File: config.mk
export PLATFORM = sky130hd
export DESIGN_NAME = lox_token_scanner
export DESIGN_NICKNAME = d
export VERILOG_FILES = /design/src/sv/lts_pkg.sv /design/src/sv/lts_front.sv /design/src/sv/lts_queue.sv /design/src/sv/lts_back.sv /design/src/sv/lox_token_scanner.sv
export SDC_FILE = /design/constraint.sdc
export NUM_CORES = 1
export LEC_CHECK = 0
export ABC_CLOCK_PERIOD_IN_PS = 9150
export BUFFER_PORTS_ARGS = -buffer_cell sky130_fd_sc_hd__buf_4
export CORE_MARGIN = 1.5
export CORE_UTILIZATION = 35
export CTS_BUF_LIST = sky130_fd_sc_hd__clkbuf_4 sky130_fd_sc_hd__clkbuf_8
export DETAILED_ROUTE_END_ITERATION = 16
export GPL_TIMING_DRIVEN = 0
export PLACE_DENSITY = 0.55
export SLEW_MARGIN = 40
export SYNTH_ARGS = -nofsm -noshare
export SYNTH_HDL_FRONTEND = slang
export SYNTH_SLANG_ARGS = --single-unit
File: constraint.sdc
create_clock -name clk -period 9.15 [get_ports clk]
set_clock_uncertainty 0.05 [all_clocks]
set_input_delay 0.4575 -clock clk [delete_from_list [all_inputs] [get_ports clk]]
set_output_delay 0.4575 -clock clk [all_outputs]
set_load 0.02 [all_outputs]
File: src/sv/lts_pkg.sv
// ----------------------------------------------------------------------------
// lts_pkg
// Shared widths, constants and types for the token scanner: the result record
// and the per-character bundle that the front end hands to the back end.
// ----------------------------------------------------------------------------
package lts_pkg;

    // offset and line counter widths
    localparam int OFFSET_BITS = 20;
    localparam int LINE_BITS   = 20;

    // widths of the result fields
    localparam int TYPE_W   = 5;
    localparam int FIELD_W  = 20;

    // most results that one source byte or the finish command can cause
    localparam int MAX_RES  = 3;
    localparam int RIDX_W   = $clog2(MAX_RES);

    // bundle queue between front and back end
    localparam int QUEUE_DEPTH = 4;

    // one token or error report
    typedef struct packed {
        logic              is_error;
        logic              error_code;
        logic [TYPE_W-1:0] tok_kind;
        logic [FIELD_W-1:0] start;
        logic [FIELD_W-1:0] length;
    } result_t;

    // all results caused by one input item; they share one line number
    typedef struct packed {
        logic [RIDX_W-1:0]          count;
        logic [FIELD_W-1:0]         line;
        result_t [MAX_RES-1:0]      res;
    } bundle_t;

endpackage

File: src/sv/lts_front.sv
// ----------------------------------------------------------------------------
// lts_front
// Scanner front end: keeps the scan mode, pending operator, token start,
// offset and line count, and turns each accepted item that yields results into a bundle.
// ----------------------------------------------------------------------------
module lts_front
    import lts_pkg::*;
(
    input  logic       clk,
    input  logic       rst_n,
    input  logic       accept,
    input  logic       command,
    input  logic [7:0] char_code,
    output logic       wr_en,
    output bundle_t    wr_data
);

    // scan modes
    localparam logic [2:0] MODE_NORMAL  = 3'd0;
    localparam logic [2:0] MODE_OP      = 3'd1;
    localparam logic [2:0] MODE_SLASH   = 3'd2;
    localparam logic [2:0] MODE_COMMENT = 3'd3;
    localparam logic [2:0] MODE_STRING  = 3'd4;
    localparam logic [2:0] MODE_INT     = 3'd5;
    localparam logic [2:0] MODE_DOT     = 3'd6;
    localparam logic [2:0] MODE_FRAC    = 3'd7;

    // pending operator codes
    localparam logic [1:0] OP_BANG    = 2'd0;
    localparam logic [1:0] OP_EQ      = 2'd1;
    localparam logic [1:0] OP_LESS    = 2'd2;
    localparam logic [1:0] OP_GREATER = 2'd3;

    // token types
    localparam logic [TYPE_W-1:0] TOK_LPAREN  = 5'd0;
    localparam logic [TYPE_W-1:0] TOK_RPAREN  = 5'd1;
    localparam logic [TYPE_W-1:0] TOK_LBRACE  = 5'd2;
    localparam logic [TYPE_W-1:0] TOK_RBRACE  = 5'd3;
    localparam logic [TYPE_W-1:0] TOK_COMMA   = 5'd4;
    localparam logic [TYPE_W-1:0] TOK_DOT     = 5'd5;
    localparam logic [TYPE_W-1:0] TOK_MINUS   = 5'd6;
    localparam logic [TYPE_W-1:0] TOK_PLUS    = 5'd7;
    localparam logic [TYPE_W-1:0] TOK_SEMI    = 5'd8;
    localparam logic [TYPE_W-1:0] TOK_STAR    = 5'd9;
    localparam logic [TYPE_W-1:0] TOK_BANG    = 5'd10;
    localparam logic [TYPE_W-1:0] TOK_BANGEQ  = 5'd11;
    localparam logic [TYPE_W-1:0] TOK_EQ      = 5'd12;
    localparam logic [TYPE_W-1:0] TOK_EQEQ    = 5'd13;
    localparam logic [TYPE_W-1:0] TOK_LESS    = 5'd14;
    localparam logic [TYPE_W-1:0] TOK_LESSEQ  = 5'd15;
    localparam logic [TYPE_W-1:0] TOK_GREATER = 5'd16;
    localparam logic [TYPE_W-1:0] TOK_GREQ    = 5'd17;
    localparam logic [TYPE_W-1:0] TOK_SLASH   = 5'd18;
    localparam logic [TYPE_W-1:0] TOK_STRING  = 5'd19;
    localparam logic [TYPE_W-1:0] TOK_NUMBER  = 5'd20;
    localparam logic [TYPE_W-1:0] TOK_EOF     = 5'd21;

    // error codes
    localparam logic ERR_UNEXPECTED   = 1'b0;
    localparam logic ERR_UNTERMINATED = 1'b1;

    // source characters
    localparam logic [7:0] CH_LPAREN = 8'h28;
    localparam logic [7:0] CH_RPAREN = 8'h29;
    localparam logic [7:0] CH_LBRACE = 8'h7B;
    localparam logic [7:0] CH_RBRACE = 8'h7D;
    localparam logic [7:0] CH_COMMA  = 8'h2C;
    localparam logic [7:0] CH_DOT    = 8'h2E;
    localparam logic [7:0] CH_MINUS  = 8'h2D;
    localparam logic [7:0] CH_PLUS   = 8'h2B;
    localparam logic [7:0] CH_SEMI   = 8'h3B;
    localparam logic [7:0] CH_STAR   = 8'h2A;
    localparam logic [7:0] CH_BANG   = 8'h21;
    localparam logic [7:0] CH_EQ     = 8'h3D;
    localparam logic [7:0] CH_LESS   = 8'h3C;
    localparam logic [7:0] CH_GT     = 8'h3E;
    localparam logic [7:0] CH_SLASH  = 8'h2F;
    localparam logic [7:0] CH_QUOTE  = 8'h22;
    localparam logic [7:0] CH_SPACE  = 8'h20;
    localparam logic [7:0] CH_CR     = 8'h0D;
    localparam logic [7:0] CH_TAB    = 8'h09;
    localparam logic [7:0] CH_NL     = 8'h0A;
    localparam logic [7:0] CH_ZERO   = 8'h30;
    localparam logic [7:0] CH_NINE   = 8'h39;

    localparam logic [OFFSET_BITS-1:0] OFF_MAX  = '1;
    localparam logic [LINE_BITS-1:0]   LINE_MAX = '1;

    logic [2:0]             mode_reg, mode_next;
    logic [1:0]             op_reg, op_next;
    logic [OFFSET_BITS-1:0] start_reg, start_next;
    logic [OFFSET_BITS-1:0] off_reg, off_next;
    logic [LINE_BITS-1:0]   line_reg, line_next;

    logic [OFFSET_BITS-1:0] pos_inc;
    logic [OFFSET_BITS-1:0] dot_pos;
    logic [OFFSET_BITS-1:0] span_pos;
    logic [OFFSET_BITS-1:0] span_inc;
    logic [OFFSET_BITS-1:0] span_dot;
    logic [LINE_BITS-1:0]   line_inc;
    logic                   is_digit;

    // clamped distance between two offsets
    function automatic logic [OFFSET_BITS-1:0] span(
        input logic [OFFSET_BITS-1:0] from,
        input logic [OFFSET_BITS-1:0] upto
    );
        return (upto > from) ? (upto - from) : '0;
    endfunction

    function automatic result_t make_res(
        input logic                   err,
        input logic                   code,
        input logic [TYPE_W-1:0]      ttype,
        input logic [OFFSET_BITS-1:0] start,
        input logic [OFFSET_BITS-1:0] len
    );
        result_t r;
        r.is_error   = err;
        r.error_code = code;
        r.tok_kind   = ttype;
        r.start      = FIELD_W'(start);
        r.length     = FIELD_W'(len);
        return r;
    endfunction

    // single-character form of a pending operator, the two-character form is one more
    function automatic logic [TYPE_W-1:0] op_type(input logic [1:0] op);
        logic [TYPE_W-1:0] t;
        unique case (op)
            OP_BANG:    t = TOK_BANG;
            OP_EQ:      t = TOK_EQ;
            OP_LESS:    t = TOK_LESS;
            OP_GREATER: t = TOK_GREATER;
            default:    t = TOK_BANG;
        endcase
        return t;
    endfunction

    // offset arithmetic shared by all modes
    assign pos_inc  = (off_reg == OFF_MAX) ? off_reg : off_reg + OFFSET_BITS'(1);
    assign dot_pos  = (off_reg != '0) ? off_reg - OFFSET_BITS'(1) : '0;
    assign span_pos = span(start_reg, off_reg);
    assign span_inc = span(start_reg, pos_inc);
    assign span_dot = span(start_reg, dot_pos);
    assign line_inc = (line_reg == LINE_MAX) ? line_reg : line_reg + LINE_BITS'(1);
    assign is_digit = (char_code >= CH_ZERO) && (char_code <= CH_NINE);

    // classify the item and build its bundle
    always_comb
    begin
        logic [RIDX_W-1:0]      n;
        logic                   do_normal;
        result_t [MAX_RES-1:0]  res;

        n          = '0;
        do_normal  = 1'b0;
        res        = '0;
        mode_next  = mode_reg;
        op_next    = op_reg;
        start_next = start_reg;
        off_next   = off_reg;
        line_next  = line_reg;

        if (command)
        begin
            // finish: flush pending work, then end of file
            unique case (mode_reg)
                MODE_OP:
                begin
                    res[n] = make_res(1'b0, 1'b0, op_type(op_reg), start_reg, span_pos);
                    n = n + 1'b1;
                end
                MODE_SLASH:
                begin
                    res[n] = make_res(1'b0, 1'b0, TOK_SLASH, start_reg, span_pos);
                    n = n + 1'b1;
                end
                MODE_STRING:
                begin
                    res[n] = make_res(1'b1, ERR_UNTERMINATED, '0, start_reg, span_pos);
                    n = n + 1'b1;
                end
                MODE_INT, MODE_FRAC:
                begin
                    res[n] = make_res(1'b0, 1'b0, TOK_NUMBER, start_reg, span_pos);
                    n = n + 1'b1;
                end
                MODE_DOT:
                begin
                    res[n] = make_res(1'b0, 1'b0, TOK_NUMBER, start_reg, span_dot);
                    n = n + 1'b1;
                    res[n] = make_res(1'b0, 1'b0, TOK_DOT, dot_pos, OFFSET_BITS'(1));
                    n = n + 1'b1;
                end
                MODE_NORMAL, MODE_COMMENT:
                begin
                end
                default:
                begin
                end
            endcase
            res[n] = make_res(1'b0, 1'b0, TOK_EOF, off_reg, '0);
            n = n + 1'b1;
            mode_next  = MODE_NORMAL;
            op_next    = OP_BANG;
            start_next = '0;
            off_next   = '0;
            line_next  = LINE_BITS'(1);
        end
        else
        begin
            // character in the current mode
            unique case (mode_reg)
                MODE_OP:
                begin
                    if (char_code == CH_EQ)
                    begin
                        res[n] = make_res(1'b0, 1'b0, op_type(op_reg) + TYPE_W'(1),
                                          start_reg, span_inc);
                        n = n + 1'b1;
                        mode_next = MODE_NORMAL;
                    end
                    else
                    begin
                        res[n] = make_res(1'b0, 1'b0, op_type(op_reg), start_reg, span_pos);
                        n = n + 1'b1;
                        do_normal = 1'b1;
                    end
                end
                MODE_SLASH:
                begin
                    if (char_code == CH_SLASH)
                        mode_next = MODE_COMMENT;
                    else
                    begin
                        res[n] = make_res(1'b0, 1'b0, TOK_SLASH, start_reg, span_pos);
                        n = n + 1'b1;
                        do_normal = 1'b1;
                    end
                end
                MODE_COMMENT:
                begin
                    if (char_code == CH_NL)
                        do_normal = 1'b1;
                end
                MODE_STRING:
                begin
                    if (char_code == CH_QUOTE)
                    begin
                        res[n] = make_res(1'b0, 1'b0, TOK_STRING, start_reg, span_inc);
                        n = n + 1'b1;
                        mode_next = MODE_NORMAL;
                    end
                    else if (char_code == CH_NL)
                        line_next = line_inc;
                end
                MODE_INT:
                begin
                    if (char_code == CH_DOT)
                        mode_next = MODE_DOT;
                    else if (!is_digit)
                    begin
                        res[n] = make_res(1'b0, 1'b0, TOK_NUMBER, start_reg, span_pos);
                        n = n + 1'b1;
                        do_normal = 1'b1;
                    end
                end
                MODE_DOT:
                begin
                    if (is_digit)
                        mode_next = MODE_FRAC;
                    else
                    begin
                        res[n] = make_res(1'b0, 1'b0, TOK_NUMBER, start_reg, span_dot);
                        n = n + 1'b1;
                        res[n] = make_res(1'b0, 1'b0, TOK_DOT, dot_pos, OFFSET_BITS'(1));
                        n = n + 1'b1;
                        do_normal = 1'b1;
                    end
                end
                MODE_FRAC:
                begin
                    if (!is_digit)
                    begin
                        res[n] = make_res(1'b0, 1'b0, TOK_NUMBER, start_reg, span_pos);
                        n = n + 1'b1;
                        do_normal = 1'b1;
                    end
                end
                MODE_NORMAL:
                    do_normal = 1'b1;
                default:
                    do_normal = 1'b1;
            endcase

            // character seen from the normal mode
            if (do_normal)
            begin
                start_next = off_reg;
                mode_next  = MODE_NORMAL;
                unique case (char_code)
                    CH_LPAREN, CH_RPAREN, CH_LBRACE, CH_RBRACE, CH_COMMA,
                    CH_DOT, CH_MINUS, CH_PLUS, CH_SEMI, CH_STAR:
                    begin
                        unique case (char_code)
                            CH_LPAREN: res[n] = make_res(1'b0, 1'b0, TOK_LPAREN, off_reg,
                                                         OFFSET_BITS'(1));
                            CH_RPAREN: res[n] = make_res(1'b0, 1'b0, TOK_RPAREN, off_reg,
                                                         OFFSET_BITS'(1));
                            CH_LBRACE: res[n] = make_res(1'b0, 1'b0, TOK_LBRACE, off_reg,
                                                         OFFSET_BITS'(1));
                            CH_RBRACE: res[n] = make_res(1'b0, 1'b0, TOK_RBRACE, off_reg,
                                                         OFFSET_BITS'(1));
                            CH_COMMA:  res[n] = make_res(1'b0, 1'b0, TOK_COMMA, off_reg,
                                                         OFFSET_BITS'(1));
                            CH_DOT:    res[n] = make_res(1'b0, 1'b0, TOK_DOT, off_reg,
                                                         OFFSET_BITS'(1));
                            CH_MINUS:  res[n] = make_res(1'b0, 1'b0, TOK_MINUS, off_reg,
                                                         OFFSET_BITS'(1));
                            CH_PLUS:   res[n] = make_res(1'b0, 1'b0, TOK_PLUS, off_reg,
                                                         OFFSET_BITS'(1));
                            CH_SEMI:   res[n] = make_res(1'b0, 1'b0, TOK_SEMI, off_reg,
                                                         OFFSET_BITS'(1));
                            default:   res[n] = make_res(1'b0, 1'b0, TOK_STAR, off_reg,
                                                         OFFSET_BITS'(1));
                        endcase
                        n = n + 1'b1;
                    end
                    CH_BANG:
                    begin
                        mode_next = MODE_OP;
                        op_next   = OP_BANG;
                    end
                    CH_EQ:
                    begin
                        mode_next = MODE_OP;
                        op_next   = OP_EQ;
                    end
                    CH_LESS:
                    begin
                        mode_next = MODE_OP;
                        op_next   = OP_LESS;
                    end
                    CH_GT:
                    begin
                        mode_next = MODE_OP;
                        op_next   = OP_GREATER;
                    end
                    CH_SLASH:
                        mode_next = MODE_SLASH;
                    CH_QUOTE:
                        mode_next = MODE_STRING;
                    CH_SPACE, CH_CR, CH_TAB:
                    begin
                    end
                    CH_NL:
                        line_next = line_inc;
                    default:
                    begin
                        if (is_digit)
                            mode_next = MODE_INT;
                        else
                        begin
                            res[n] = make_res(1'b1, ERR_UNEXPECTED, '0, off_reg,
                                              OFFSET_BITS'(1));
                            n = n + 1'b1;
                        end
                    end
                endcase
            end
            off_next = pos_inc;
        end

        // every result of one item carries the line count from before the item
        wr_data.count = n;
        wr_data.line  = FIELD_W'(line_reg);
        wr_data.res   = res;
        wr_en         = accept && (n != '0);
    end

    // scanner state
    always_ff @(posedge clk or negedge rst_n)
    begin
        if (!rst_n)
        begin
            mode_reg  <= MODE_NORMAL;
            op_reg    <= OP_BANG;
            start_reg <= '0;
            off_reg   <= '0;
            line_reg  <= LINE_BITS'(1);
        end
        else if (accept)
        begin
            mode_reg  <= mode_next;
            op_reg    <= op_next;
            start_reg <= start_next;
            off_reg   <= off_next;
            line_reg  <= line_next;
        end
    end

    // checks
    a_line_nonzero: assert property (@(posedge clk) disable iff (!rst_n)
        line_reg != '0)
        else $error("line count fell to zero");

    a_finish_emits: assert property (@(posedge clk) disable iff (!rst_n)
        (accept && command) |-> wr_en)
        else $error("finish produced no bundle");

    a_finish_clears: assert property (@(posedge clk) disable iff (!rst_n)
        (accept && command) |=> (off_reg == '0) && (mode_reg == MODE_NORMAL))
        else $error("finish did not restart the scanner");

endmodule

File: src/sv/lts_queue.sv
// ----------------------------------------------------------------------------
// lts_queue
// Short bundle queue between the scanner front end and the result back end.
// ----------------------------------------------------------------------------
module lts_queue
    import lts_pkg::*;
(
    input  logic    clk,
    input  logic    rst_n,
    input  logic    wr_en,
    input  bundle_t wr_data,
    input  logic    rd_en,
    output logic    full,
    output logic    empty,
    output bundle_t rd_data
);

    localparam int PTR_W = $clog2(QUEUE_DEPTH);
    localparam int CNT_W = $clog2(QUEUE_DEPTH + 1);

    bundle_t            mem_reg [QUEUE_DEPTH];
    logic [PTR_W-1:0]   wr_ptr_reg, rd_ptr_reg;
    logic [CNT_W-1:0]   count_reg;

    assign full    = (count_reg == CNT_W'(QUEUE_DEPTH));
    assign empty   = (count_reg == '0);
    assign rd_data = mem_reg[rd_ptr_reg];

    // storage
    always_ff @(posedge clk)
    begin
        if (wr_en)
            mem_reg[wr_ptr_reg] <= wr_data;
    end

    // pointers and fill level
    always_ff @(posedge clk or negedge rst_n)
    begin
        if (!rst_n)
        begin
            wr_ptr_reg <= '0;
            rd_ptr_reg <= '0;
            count_reg  <= '0;
        end
        else
        begin
            if (wr_en)
                wr_ptr_reg <= (wr_ptr_reg == PTR_W'(QUEUE_DEPTH - 1)) ? '0
                                                                      : wr_ptr_reg + 1'b1;
            if (rd_en)
                rd_ptr_reg <= (rd_ptr_reg == PTR_W'(QUEUE_DEPTH - 1)) ? '0
                                                                      : rd_ptr_reg + 1'b1;
            if (wr_en && !rd_en)
                count_reg <= count_reg + 1'b1;
            else if (rd_en && !wr_en)
                count_reg <= count_reg - 1'b1;
        end
    end

    // checks
    a_no_overflow: assert property (@(posedge clk) disable iff (!rst_n)
        !(wr_en && full))
        else $error("write into full queue");

    a_no_underflow: assert property (@(posedge clk) disable iff (!rst_n)
        !(rd_en && empty))
        else $error("read from empty queue");

    a_count_bound: assert property (@(posedge clk) disable iff (!rst_n)
        count_reg <= CNT_W'(QUEUE_DEPTH))
        else $error("fill level beyond depth");

endmodule

File: src/sv/lts_back.sv
// ----------------------------------------------------------------------------
// lts_back
// Result back end: takes one bundle at a time and presents its results in
// order, one transfer per cycle while pop is high, marking the last one.
// ----------------------------------------------------------------------------
module lts_back
    import lts_pkg::*;
(
    input  logic                clk,
    input  logic                rst_n,
    input  logic                q_empty,
    input  bundle_t             q_data,
    output logic                q_rd,
    input  logic                pop,
    output logic                empty,
    output logic                is_error,
    output logic                error_code,
    output logic [TYPE_W-1:0]   tok_kind,
    output logic [FIELD_W-1:0]  lexeme_start,
    output logic [FIELD_W-1:0]  lexeme_length,
    output logic [FIELD_W-1:0]  line_number,
    output logic                last_result
);

    bundle_t            cur_reg;
    logic               valid_reg;
    logic [RIDX_W-1:0]  idx_reg;
    logic               take;
    logic               is_last;
    result_t            res;

    assign is_last = (idx_reg == cur_reg.count - 1'b1);
    assign take    = pop && valid_reg;
    assign q_rd    = !q_empty && (!valid_reg || (take && is_last));

    // current result
    assign res           = cur_reg.res[idx_reg];
    assign empty         = !valid_reg;
    assign is_error      = res.is_error;
    assign error_code    = res.error_code;
    assign tok_kind      = res.tok_kind;
    assign lexeme_start  = res.start;
    assign lexeme_length = res.length;
    assign line_number   = cur_reg.line;
    assign last_result   = is_last;

    // bundle holding register
    always_ff @(posedge clk)
    begin
        if (q_rd)
            cur_reg <= q_data;
    end

    // result index and valid
    always_ff @(posedge clk or negedge rst_n)
    begin
        if (!rst_n)
        begin
            valid_reg <= 1'b0;
            idx_reg   <= '0;
        end
        else if (q_rd)
        begin
            valid_reg <= 1'b1;
            idx_reg   <= '0;
        end
        else if (take && is_last)
            valid_reg <= 1'b0;
        else if (take)
            idx_reg <= idx_reg + 1'b1;
    end

    // checks
    a_idx_in_bundle: assert property (@(posedge clk) disable iff (!rst_n)
        valid_reg |-> (idx_reg < cur_reg.count))
        else $error("result index beyond bundle");

    a_hold_on_stall: assert property (@(posedge clk) disable iff (!rst_n)
        (valid_reg && !pop) |=> valid_reg && $stable(idx_reg))
        else $error("result moved without a transfer");

    a_mid_bundle_stays: assert property (@(posedge clk) disable iff (!rst_n)
        (take && !is_last) |=> valid_reg)
        else $error("bundle dropped before its last result");

endmodule

File: src/sv/lox_token_scanner.sv
// ----------------------------------------------------------------------------
// lox_token_scanner
// Streaming lexical scanner: one source byte or a finish command in, tokens
// and error reports out as type, offset, length and line.
//
//   port group   direction  handshake        payload
//   source       in         push / full      command, char_code
//   result       out        pop / empty      is_error, error_code, tok_kind,
//                                            lexeme_start, lexeme_length,
//                                            line_number, last_result
//
// One item is accepted per cycle while full is low; its results are written
// to the bundle queue in that same cycle. The result port gives one transfer
// per cycle while pop is high; the results of an item (from 0 to 3) travel
// together as one bundle. full rises only when the four-bundle queue is full;
// results pass through the queue memory and then the bundle holding register.
// Reset clears all control state at once; there is no clearing pass.
// ----------------------------------------------------------------------------
module lox_token_scanner
    import lts_pkg::*;
(
    input  logic                clk,
    input  logic                rst_n,
    input  logic                push,
    output logic                full,
    input  logic                command,
    input  logic [7:0]          char_code,
    output logic                empty,
    input  logic                pop,
    output logic                is_error,
    output logic                error_code,
    output logic [TYPE_W-1:0]   tok_kind,
    output logic [FIELD_W-1:0]  lexeme_start,
    output logic [FIELD_W-1:0]  lexeme_length,
    output logic [FIELD_W-1:0]  line_number,
    output logic                last_result
);

    logic    accept;
    logic    wr_en;
    bundle_t wr_data;
    logic    q_rd;
    logic    q_empty;
    bundle_t q_data;

    // input transfer
    assign accept = push && !full;

    lts_front u_front (
        .clk       (clk),
        .rst_n     (rst_n),
        .accept    (accept),
        .command   (command),
        .char_code (char_code),
        .wr_en     (wr_en),
        .wr_data   (wr_data)
    );

    lts_queue u_queue (
        .clk     (clk),
        .rst_n   (rst_n),
        .wr_en   (wr_en),
        .wr_data (wr_data),
        .rd_en   (q_rd),
        .full    (full),
        .empty   (q_empty),
        .rd_data (q_data)
    );

    lts_back u_back (
        .clk           (clk),
        .rst_n         (rst_n),
        .q_empty       (q_empty),
        .q_data        (q_data),
        .q_rd          (q_rd),
        .pop           (pop),
        .empty         (empty),
        .is_error      (is_error),
        .error_code    (error_code),
        .tok_kind      (tok_kind),
        .lexeme_start  (lexeme_start),
        .lexeme_length (lexeme_length),
        .line_number   (line_number),
        .last_result   (last_result)
    );

endmodule
==> results by stage <==
Detailed routing:
- The pre-antenna-repair detailed-routing pass consisted of 5 iterations.
- The total wire length after detailed routing is ~90 mm.
- In the final routed layout, each cell accounts on average for approximately 24 microns.
- The met2 wire length is ~44 mm.
- The detailed router's first-iteration violation count is 1877.
- After detailed routing, the number of remaining DRC violations is 0.
- For this block, wires on met1 add up to between 30 and 40 mm.
- The routed layout has between 20000 and 25000 vias.
- The total length of routed met3 wires is between 4 and 5 mm.
- The detailed router used layers up to and including met4.
- Dividing the detail-routed via count by the number of cells gives roughly 5.4.
- The remaining antenna violation count after routing is 0.

Global routing:
- The number of global-route vias before repair is about 21000.
- Entering global routing, the biggest net connects 76 pins.
- The first global-routing pass estimated ~140 mm of wire.
- The number of antenna violations at the first check in global routing is 3.
- In the global route stage, overall resource usage came out at 19.2%.
- After global routing the overflow that remains totals 0.

Clock tree:
- The clock transition at the registers of the reported paths is approximately 0.06 ns.
- The H-tree was split into 3 levels.
- The root buffer cell chosen for the clock tree is clkbuf_8.
- The tree built by TritonCTS fans out to 690 sinks.
- Clock latency on the worst-skew pair, taken at its later pin, is 0.76 ns.
- TritonCTS built the clock tree.
- The longest clock path from root to sink contains 3 buffers.
- The CTS buffer count is 113.

Power and ir drop:
- In this run, flip-flops and latches consume roughly 34% of the power.
- The total power consumption of the routed design is about 14000 uW.
- The combinational fraction of design power is between 40 and 50%.
- The clock network fraction of total power is between 20 and 25%.
- Dividing total power by cell area gives a power density of between 300 and 400 nW/um^2.
- The analysis attributes to cell leakage a power of approximately 0.013 uW.
- Summed over all nets, the switching power comes to between 5000 and 6000 uW.
- The internal portion of total power is about 8300 uW.
- VDD sags by at most 0.000155 V.
- The switching share of total power is between 30% and 40%.

Place:
- At the placement stage, the worst setup path has a slack of between 2 and 2.5 ns.
- The routability-driven placement congestion ratio is roughly 0.9.
- After detailed placement, the total cell area comes to 35000 sq um.
- The placed wire-length estimate is 66.5 mm.
- In this run the tool buffered the top-level ports with 78 buffer cells.

STA:
- The maximum clock frequency is roughly 0.15 GHz.
- On the final layout, the worst hold slack is approximately 0.25 ns.
- Setup repair after global routing left no endpoint under its margin.
- The worst path needs roughly 6.7 ns of the cycle, external delays included.
- Measured against its own limit, the worst slew margin works out to a little under two fifths.
- Setup violations remaining at the end of the flow were counted as 0.
- The post-layout worst setup margin is around 2.5 ns.
- The count of pins over their slew limit was 0.
- The final cycle utilization of the critical path is 73.0%.
- The count of endpoints failing hold in the final timing report is 0.
- At the pin with the least slew margin, the transition time is about 0.95 ns.

Floorplanning:
- The floorplan die area is between 90000 and 100000 sq um.
- In this run the count of I/O pins placed on the die edge is slightly above 80.
- The floorplan die height is about 310 microns.
- In this run the horizontal extent of the chip is ~310 microns.
- The initialized floorplan defines approximately 110 standard-cell rows.
- The initial utilization of the core area, before any placement, comes to 35.3%.
- In this run the standard cell core region covers around 90000 sq um.

Critical path:
- STA classifies the critical path endpoint as a flop.
- The critical path's top delay family is simple AND/OR/NAND/NOR gates.
- The critical-path maximum fanout is 10.
- The type of origin of the critical path is a flop.
- The classification of the worst setup path is flop to flop.
- Counting cells, the worst reg-to-reg path comes to 20.
- The critical path runs through a total of 20 cells.
- The signal arrival time at the worst endpoint is 7.04 ns.
- The slowest stage of the critical path is the a2111oi_0 cell.
- The cell occurring most often along the worst timing path is clkbuf_1.
- On the worst path, the slowest cell contributes a delay of approximately 0.6 ns.
- The required time of the critical path is 9.51 ns.
- Walking the worst path, the cells encountered are clkbuf_1 -> inv_1 -> ha_1 -> nor3b_1 -> and3b_1 -> clkbuf_1 -> and3_1 -> clkbuf_1 -> nor2_1 -> ha_1 -> clkbuf_1 -> a2111oi_0 -> o21a_1 -> nor3_1 -> a2111oi_4 -> nor2_1 -> nand2_1 -> o21ai_2 -> a22oi_1 -> o21ai_0.
- Together, buffers and inverters on the worst path number 5.

Finish:
- The layout has 8487 filler cells.
- The area of the multi-input gates is between 10000 and 15000 sq um.
- The share of layout cells above drive strength 1 is approximately a fifth.
- In the final design database the tool counted between 2000 and 3000 nets.
- The utilization after layout is about two fifths.
- The number of flip-flops in the largest register is 492.
- The post-layout instance area is approximately 38000 sq um.
- The layout-stage area growth over the synthesis result is 16.0%.
- The sequential cell area is approximately 20000 sq um.

Synth:
- For this run, the register share of the synthesized area comes to between 60% and 70%.
- The number of distinct library cell variants in the gate-level netlist after synthesis is between 80 and 90.
- The number of nets handed over by synthesis was about 2400.
- The number of synthesis warnings is 0.
- In the synthesized netlist the dominant register cell turns out to be edfxtp_1.
- Each instance of the synthesized netlist takes up on average ~14 sq um.
- Of all flip-flops after synthesis, the portion carrying an async set or reset was 10.9%.
- After synthesis the cells add up to about 32000 sq um.
- Counting flops and latches in the post-synthesis netlist gives 690.
- In this run, synthesis inferred around 600 flip-flops with an integrated enable.
- Counting every instance in the synthesized netlist gives between 2000 and 2500.

Job:
- The number of maximum-capacitance violations is 0.

Hold path:
- The worst hold path passes through 5 cells.
- The worst hold path belongs to the class primary input to flop.

Status:
- The run finished with clean final reports.
-- cell usage after synthesis, drive strengths merged, types with 7 or more instances --
cell	count	area (sq um)
nand2b	20	125
o21ai	123	623
inv	64	240
dfrtp	74	1850
mux2i	38	380
a22oi	31	233
a31oi	15	93.8
and4	9	78.8
nor2b	14	87.6
a21oi	115	587
mux4	123	2770
buf	53	317
and2	54	338
nand2	155	594
clkbuf	92	345
a211oi	11	82.6
nor2	122	458
or2	7	43.8
o31ai	10	80.1
a22o	56	490
or3	12	75.1
edfxtp	615	18500
nor4	10	68.8
a21o	23	173
o22ai	19	119
xnor2	55	482
o21a	13	97.6
nand4	27	184
nand3	31	165
a21boi	8	63.8
xor2	33	289
a221oi	18	226
nor3	45	225
and3	17	111
ha	79	988
nor3b	8	76.3
-- layout make-up --
| type | instances | share of cell area, % |
|---|---|---|
| well taps | 1186 | 3.96 |
| inverters | 64 | 0.640 |
| repair buffers | 108 | 2.99 |
| plain buffers | 145 | 1.83 |
| clock inverters | 42 | 1.09 |
| flip-flops and latches | 690 | 54.2 |
| multi-input cells | 1368 | 29.7 |
| diodes | 2 | 0.0133 |
| clock buffers | 172 | 5.53 |
-- through the flow --
step | setup TNS (ns) | std cells
2_1_floorplan | 0 | 2267
3_3_place_gp | -495.89 | 3531
3_5_place_dp | 0 | 3558
4_1_cts | 0 | 3774
5_1_grt | 0 | 3777
6_report | 0 | 3777
-- timing repair --
action / CTS / global route
gates resized for setup: 0 / 0
hold buffers: 2 / 0
hold endpoints to repair: 75 / 0
setup buffers: 0 / 0
-- worst min-delay path, cell delays in order --
cell	delay [ns]
buf_4	0.10
nor2b_1	0.04
buf_2	0.17
nor2_1	0.12
o21ai_0	0.08
-- power groups by stage --
stage | clock (uW) | sequential (uW) | combinational, uW
final | 2910 | 4520 | 6080
after global routing | 3120 | 4580 | 6580
after CTS | 2990 | 4530 | 6110
after detailed placement | 0 | 4590 | 6080
after global placement | 0 | 4770 | 5840
after floorplan | 0 | 4610 | 3950
-- layer usage --
metal  GRT usage (%)  up-vias
met3            2.52      133
met2            32.4      553
met4            6.00        0
li1                -     9282
met5               0        -
met1            25.8    10463
-- path summary, 6_finish.rpt --
path	slack [ns]	to	start
max in group asynchronous	8.24	u_front.start_reg[2]	rst_n
hold reg to reg	0.45	u_queue.count_reg[2]	u_queue.count_reg[2]
min in group asynchronous	0.26	u_front.line_reg[14]	rst_n
setup / recovery	2.47	u_queue.mem_reg[2][9]	u_front.off_reg[0]
hold / removal	0.25	u_front.op_reg[0]	char_code[0]
setup reg to reg	2.47	u_queue.mem_reg[2][9]	u_front.off_reg[0]
-- placed cells by master, fill, tap and decap left out, drive strengths merged, types with 74 or more instances in the layout --
cell type and count:
dfrtp 74, nand2 155, nor2 122, edfxtp 615, o21ai 123, a21oi 115
ha 79, clkbuf 265, buf 158, mux4 123
-- kinds of logic after synthesis --
| logic type | synth area share, % |
|---|---|
| DFF | 62.9 |
| xor gates and xnor gates | 2.38 |
| buffers and inverters | 2.79 |
| muxes | 9.94 |
| and+or+nand+nor | 8.58 |
| adders and majority gates | 3.30 |
| AOI/OAI and AO/OA | 10.1 |
Power figures use the tool's default switching activity.
